File: src/rtl/gbhs_pkg.sv
// Package for the grid bilinear height and slope block.
// Holds grid constants, status and register codes, controller and datapath types.
// Depends on nothing.
`default_nettype none
package gbhs_pkg;

    localparam int MAX_COLS    = 256;
    localparam int MAX_ROWS    = 256;
    localparam int COL_BITS    = $clog2(MAX_COLS);
    localparam int ROW_BITS    = $clog2(MAX_ROWS);
    localparam int GRID_DEPTH  = MAX_COLS * MAX_ROWS;
    localparam int ADDR_BITS   = $clog2(GRID_DEPTH);
    localparam int HEIGHT_BITS = 32;
    localparam int DIM_BITS    = 9;
    localparam int CFG_IDX_BITS = 3;
    // Cell offset from the lower-left center, 16 fraction bits, range -1/2 .. 1.
    localparam int OFF_BITS    = 18;

    localparam logic [1:0] ST_OK      = 2'd0;
    localparam logic [1:0] ST_NODATA  = 2'd1;
    localparam logic [1:0] ST_OUTSIDE = 2'd2;
    localparam logic [1:0] ST_WRITE   = 2'd3;

    localparam logic [CFG_IDX_BITS-1:0] CFG_ORIGIN_X  = 3'd0;
    localparam logic [CFG_IDX_BITS-1:0] CFG_ORIGIN_Y  = 3'd1;
    localparam logic [CFG_IDX_BITS-1:0] CFG_INV_CELL  = 3'd2;
    localparam logic [CFG_IDX_BITS-1:0] CFG_GRID_COLS = 3'd3;
    localparam logic [CFG_IDX_BITS-1:0] CFG_GRID_ROWS = 3'd4;
    localparam logic [CFG_IDX_BITS-1:0] CFG_NO_DATA   = 3'd5;

    typedef enum logic [4:0] {
        S_IDLE, S_WRITE, S_MUL_X, S_AXIS_X, S_AXIS_Y,
        S_RD0, S_RD1, S_RD2, S_RD3, S_RD4, S_CHECK,
        S_M1, S_M2, S_M3, S_M4, S_M5, S_M6, S_M7, S_M8, S_M9, S_M10, S_M11,
        S_PUT
    } t_state;

    typedef enum logic [4:0] {
        OP_NONE, OP_LOAD, OP_WRITE, OP_MUL_X, OP_AXIS_X, OP_AXIS_Y,
        OP_RD0, OP_RD1, OP_RD2, OP_RD3, OP_RD4, OP_CHECK,
        OP_M1, OP_M2, OP_M3, OP_M4, OP_M5, OP_M6, OP_M7, OP_M8, OP_M9, OP_M10, OP_M11,
        OP_PUT
    } t_dp_op;

    typedef struct packed {
        t_dp_op     op;
        logic [1:0] status;
    } t_dp_cmd;

    typedef struct packed {
        logic outside;
        logic no_data;
        logic out_busy;
    } t_dp_stat;

endpackage
`default_nettype wire

File: src/rtl/gbhs_ctrl.sv
// Sequencer for the grid bilinear height and slope block.
// Depends on gbhs_pkg; drives the datapath by one command per cycle.
`default_nettype none
module gbhs_ctrl (
    input  wire logic               i_clk,
    input  wire logic               i_rst_n,
    input  wire logic               i_valid,
    input  wire logic               i_operation,
    output logic                    o_ready,
    input  wire gbhs_pkg::t_dp_stat i_stat,
    output gbhs_pkg::t_dp_cmd       o_cmd
);
    import gbhs_pkg::*;

    t_state     r_state, n_state;
    logic [1:0] r_status, n_status;

    always_ff @(posedge i_clk) begin
        if (!i_rst_n) begin
            r_state  <= S_IDLE;
            r_status <= ST_OK;
        end else begin
            r_state  <= n_state;
            r_status <= n_status;
        end
    end

    always_comb begin
        n_state      = r_state;
        n_status     = r_status;
        o_ready      = 1'b0;
        o_cmd.op     = OP_NONE;
        o_cmd.status = r_status;
        case (r_state)
            S_IDLE: begin
                o_ready = 1'b1;
                if (i_valid) begin
                    o_cmd.op = OP_LOAD;
                    n_state  = i_operation ? S_WRITE : S_MUL_X;
                end
            end
            S_WRITE: begin
                o_cmd.op = OP_WRITE;
                n_status = ST_WRITE;
                n_state  = S_PUT;
            end
            S_MUL_X:  begin o_cmd.op = OP_MUL_X;  n_state = S_AXIS_X; end
            S_AXIS_X: begin o_cmd.op = OP_AXIS_X; n_state = S_AXIS_Y; end
            S_AXIS_Y: begin o_cmd.op = OP_AXIS_Y; n_state = S_RD0;    end
            S_RD0: begin
                o_cmd.op = OP_RD0;
                if (i_stat.outside) begin
                    n_status = ST_OUTSIDE;
                    n_state  = S_PUT;
                end else begin
                    n_state = S_RD1;
                end
            end
            S_RD1:   begin o_cmd.op = OP_RD1;   n_state = S_RD2;   end
            S_RD2:   begin o_cmd.op = OP_RD2;   n_state = S_RD3;   end
            S_RD3:   begin o_cmd.op = OP_RD3;   n_state = S_RD4;   end
            S_RD4:   begin o_cmd.op = OP_RD4;   n_state = S_CHECK; end
            S_CHECK: begin o_cmd.op = OP_CHECK; n_state = S_M1;    end
            S_M1: begin
                o_cmd.op = OP_M1;
                if (i_stat.no_data) begin
                    n_status = ST_NODATA;
                    n_state  = S_PUT;
                end else begin
                    n_state = S_M2;
                end
            end
            S_M2:  begin o_cmd.op = OP_M2;  n_state = S_M3;  end
            S_M3:  begin o_cmd.op = OP_M3;  n_state = S_M4;  end
            S_M4:  begin o_cmd.op = OP_M4;  n_state = S_M5;  end
            S_M5:  begin o_cmd.op = OP_M5;  n_state = S_M6;  end
            S_M6:  begin o_cmd.op = OP_M6;  n_state = S_M7;  end
            S_M7:  begin o_cmd.op = OP_M7;  n_state = S_M8;  end
            S_M8:  begin o_cmd.op = OP_M8;  n_state = S_M9;  end
            S_M9:  begin o_cmd.op = OP_M9;  n_state = S_M10; end
            S_M10: begin o_cmd.op = OP_M10; n_state = S_M11; end
            S_M11: begin
                o_cmd.op = OP_M11;
                n_status = ST_OK;
                n_state  = S_PUT;
            end
            S_PUT: begin
                // Wait here until the output register is free.
                if (!i_stat.out_busy) begin
                    o_cmd.op = OP_PUT;
                    n_state  = S_IDLE;
                end
            end
            default: n_state = S_IDLE;
        endcase
    end
endmodule
`default_nettype wire

File: config.mk
export PLATFORM = sky130hd
export DESIGN_NAME = gbhs_ctrl
export DESIGN_NICKNAME = d
export VERILOG_FILES = /design/src/rtl/gbhs_pkg.sv /design/src/rtl/gbhs_ctrl.sv
export SDC_FILE = /design/constraint.sdc
export NUM_CORES = 1
export LEC_CHECK = 0
export BUFFER_PORTS_ARGS = -buffer_cell sky130_fd_sc_hd__buf_2
export CAP_MARGIN = 20
export CORE_MARGIN = 4
export CORE_UTILIZATION = 45
export DETAILED_ROUTE_END_ITERATION = 8
export MAX_ROUTING_LAYER = met4
export PLACE_DENSITY_LB_ADDON = 0.3
export RECOVER_POWER = 50
export SLEW_MARGIN = 15
export SYNTH_ARGS = -nofsm -noshare
export SYNTH_HDL_FRONTEND = slang
export SYNTH_SLANG_ARGS = --single-unit
export TNS_END_PERCENT = 100
File: constraint.sdc
create_clock -name i_clk -period 1.5 [get_ports i_clk]
set_input_delay 0.15 -clock i_clk [delete_from_list [all_inputs] [get_ports i_clk]]
set_output_delay 0.15 -clock i_clk [all_outputs]
set_load 0.01 [all_outputs]
### Word level (Yosys, flattened, before mapping)

Cells that the tools add are included.
Widths: inputs -> output; s select.

* word-level logic and storage cells: 46
* bits of input ports: 7
* bits in registers: 7
* output and inout bits: 8

* equality and inequality tests: 26
* mux-type cells: 13
* reductions and logical operators: 5

Operators with widths (number)
* $pmux 5 s23: 1
* $pmux 5 s22: 1
* $eq 5x4->1 const B: 8
* $eq 5x5->1 const B: 7
* $mux 5: 5
* $eq 5x3->1 const B: 4
* $eq 5x2->1 const B: 2
* $ne 2x2->1 const B: 4
* $pmux 2 s4: 1
* $mux 2: 3
* $eq 5x1->1 const B: 1
* $logic_not 5->1: 1
* $reduce_bool 4->1: 1
* $reduce_and 3->1: 1
* $mux 1: 2
* $reduce_and 2->1: 1
* $reduce_or 2->1: 1

### Logic depth before layout (Yosys ltp)

* depth in word-level cells: 3
* depth in mapped cells: 6
* depth with buffers taken out: 5

### Least setup slack after synthesis

Ideal clock, no wire load.

* path type: register to register
* start: register r_state[3]
* end: register r_state[1]
* stages on the path, launching flop included: 6
* buffers on the path: 0
* library setup time: 115 ps
* clock period less this slack: 1380 ps
* path slack: 120 ps
* arrival: 1264 ps
* required time: 1385 ps
* cells stage by stage: dfxtp_1 nor2_2 or4b_4 o21ai_2 or2b_2 o21ai_2

* longest elaborated chain between the ends: 3
* elaborated cells between the ends (all ways): 28
* classes of those cells: eq/ne (24); mux (1); reduce/logical (3)

Ends and longest elaborated chain
* start: declaration: line gbhs_ctrl.sv:15 `t_state r_state, n_state;`
* start signal: assignment: line gbhs_ctrl.sv:23 `r_state <= n_state;`
* $eq 5x5->1 (tied with other cells): line gbhs_ctrl.sv:34 `case (r_state)`
* $reduce_or 2->1 (no source line) or $ne 2x2->1 (tied branches)
* $pmux 5 s22 or $reduce_and 2->1 (tied branches)

Parallel ways exist; a longest one is shown, timed or not.
A chain may end at the register's enable or synchronous reset.

==> impl_metrics.ini <==
[worst_setup_path]
cp-endpoint = o_cmd[2]
rr_startpoint = r_state[3]
reg2reg_to = r_state[1]
startpoint_type = flip-flop
cp_data_arrival_time_ps = 1530
crit_path_end_kind = output port
reg2reg_setup_slack_ps = -110
cp.required_ps = 1350
worstPathMaxFanout = 3
worst_r2r_path_depth = 6
critPathKind = flip-flop to output port
critical_path.startpoint = r_state[3]

[finish]
layout_commonest_cell = buf_4
instances_no_fill = 133
drive_gt1_frac = 0.5378
areaGrowthSynthToFinish_pct = 64.98
finalNetCount = 127
final_util = 0.8355
diodes = 0
most-common-layout-cells = buf_4 (18), buf_6 (10), buf_2 (9)

[pwr]
power_frac_seq = 0.168
p_sw_mw = 1.012
p_comb_frac = 0.757
finalPower_mw = 2.405
clkPwrFrac = 0.075
max-vdd-ir-drop_mv = 1.558
p_leak_nw = 0.4645
p_sw_frac = 0.4208
p_per_area_nw_per_um2 = 2458
intPower_mw = 1.393

[synthesis]
synthesis.area_um2 = 593.1
synth_area_per_cell_um2 = 7.322
synth_warnings = 0
syn-instance-count = 81
yosysSeqAreaShare = 0.2363
syn-num-nets = 88
ys_seq_elements = 7
yosysUniqueCellTypes = 35

[clocking]
clk_path_buf_depth = 2
insertion_delay_ps = 260
clock_sinks = 7
clk_transition_reported_paths_ps = 60
numCtsBuffers = 3
cts_max_level = 1
hold_buffers = 0
cts-root-buf = clkbuf_4
cts_tree = done

[grt]
grt_max_degree = 13
antenna_found_initial = 0
overflow = 0
grt_pass1_wl_mm = 3.036
grt_pass1_vias = 691
grt_use_total = 0.2115

[timing]
slew_viol_final = 0
rsz0062_at_grt = true
relSlewSlack = 0.8305
max_clock_freq_mhz = 594.4
finalClockSkew_ps = 7.783
setup_ws_ps = -182.3
setup_tns_ps = -707.0
fin_crit_ps = 1682
finalSetupViolCount = 8
worstMarginPinSlew_ps = 253.8
period_share = 1.122
hold_viol_final = 0

[drt]
drtAntennaViolNets = 0
vias = 798
dr.pass1.iters = 4
drc = 0
wl_per_cell_um = 17.92
vias_per_cell = 6.000
wl_mm = 2.384
drt_iter0_drc = 38

[outcome]
status = finished with violations
violations = setup timing

[floorplan]
num_io_pins = 15
rows = 12
core_area_um2 = 1171
die_h_um = 44.31
die_w_um = 44.31
dieArea_um2 = 1963
start_util = 0.5064

[placed_design]
hpwl_mm = 1.178
numPlacedInstances = 114
routabilityCongestion = 0.8348
port-buffer-count = 14

[flow_run]
cap_violations = 0

[worst_hold_path]
whs_path_depth = 3
hold_path_class = primary input to flip-flop
## metal layers
metal	track usage	up-vias	routed length [µm]
li1	-	368	-
met2	0.3895	48	1245
met5	-	-	0
met4	0.03012	0	34
met3	0.04878	10	199
met1	0.2330	372	904
## critical path: stages, from the launching register on
cell     delay [ps]
dfxtp_4         350
nor2_4          110
or4b_4          500
inv_4            90
nand2_2          50
nand3_2          70
buf_6           100
## sequential cells by signal, summed over array words and instances, names as in the netlist
signal,cells
r_state,5
r_status,2
## per-stage QoR
step / hold WS (ps) / cell area, µm² / worst slack, ps
6_report: 168.7 / 978.4 / -182.3
5_1_grt: 163.0 / 978.4 / -242.9
4_1_cts: 139.2 / 867.1 / -142.2
3_5_place_dp: 415.2 / 733.2 / 40.00
3_3_place_gp: 416.2 / 733.2 / 66.99
2_1_floorplan: 271.7 / 593.1 / 120.3
## final cells by class
class	count	area, µm²
Sequential cell	7	158.9
Timing Repair Buffer	39	300.3
Multi-Input combinational cell	67	464.2
Clock buffer	3	22.52
Inverter	2	10.01
Fill cell	69	192.7
Tap cell	14	17.52
Clock inverter	1	5.005
## power groups by stage
stage          clock network (mW)  logic, mW  registers [mW]
6_report                    0.180       1.82           0.404
5_1_grt                     0.189       1.95           0.417
4_1_cts                     0.172       1.36           0.395
3_5_place_dp                    0       1.02           0.387
3_3_place_gp                    0       1.01           0.383
2_1_floorplan                   0      0.736           0.316
## worst min-delay path by stage
stage | from | endpoint
floorplan | i_rst_n | r_state[4]
global placement | i_operation | r_state[0]
detailed placement | i_operation | r_state[0]
CTS | i_operation | r_state[0]
global route | i_operation | r_state[0]
finish | i_operation | r_state[0]
## logic make-up (layout without fill, tap and decap cells)
logic type,Yosys count,count (layout),synth area share
flip-flops,7,7,0.2363
XOR/XNOR,2,2,0.02954
AND/OR/NAND/NOR,40,40,0.3840
multiplexers,1,1,0.01688
AO/OA/AOI/OAI,24,24,0.2827
buffers and inverters,7,45,0.05062
## what timing repair did
item                       4_1_cts  5_1_grt
gates resized for setup         15       20
setup endpoints to repair        6        9
setup buffers                    9        7
pin swaps                        4        7
## synth_stat cells
library cell  number  area (µm²)
nand2_1           12       45.04
o2111a_1           1       11.26
and2b_1            1       7.510
o221a_1            1       11.26
xnor2_1            1       8.760
o21ai_1            3       15.01
xor2_1             1       8.760
nor2b_1            7       43.79
and3b_1            1       8.760
nand3_1            2       10.01
or4b_4             1       13.76
a21oi_1            5       25.02
inv_1              1       3.750
clkbuf_1           2       7.510
nand2b_1           1       6.260
a21o_1             1       7.510
o221ai_1           1       8.760
a221oi_2           1       15.01
a22oi_1            1       7.510
buf_2              3       15.01
nor2_2             1       6.260
o21ai_2            2       17.52
o211a_1            1       10.01
dfxtp_1            7       140.1
nand4_1            1       6.260
inv_2              1       3.750
mux2i_1            1       10.01
or2b_2             1       8.760
or4bb_1            1       11.26
nand4b_1           1       8.760
nor2_1             5       18.77
nor3b_1            1       7.510
o21ai_0            6       30.03
and2_1             4       25.02
o2111ai_1          1       8.760
Note: power is estimated with default switching activity, not from simulation.
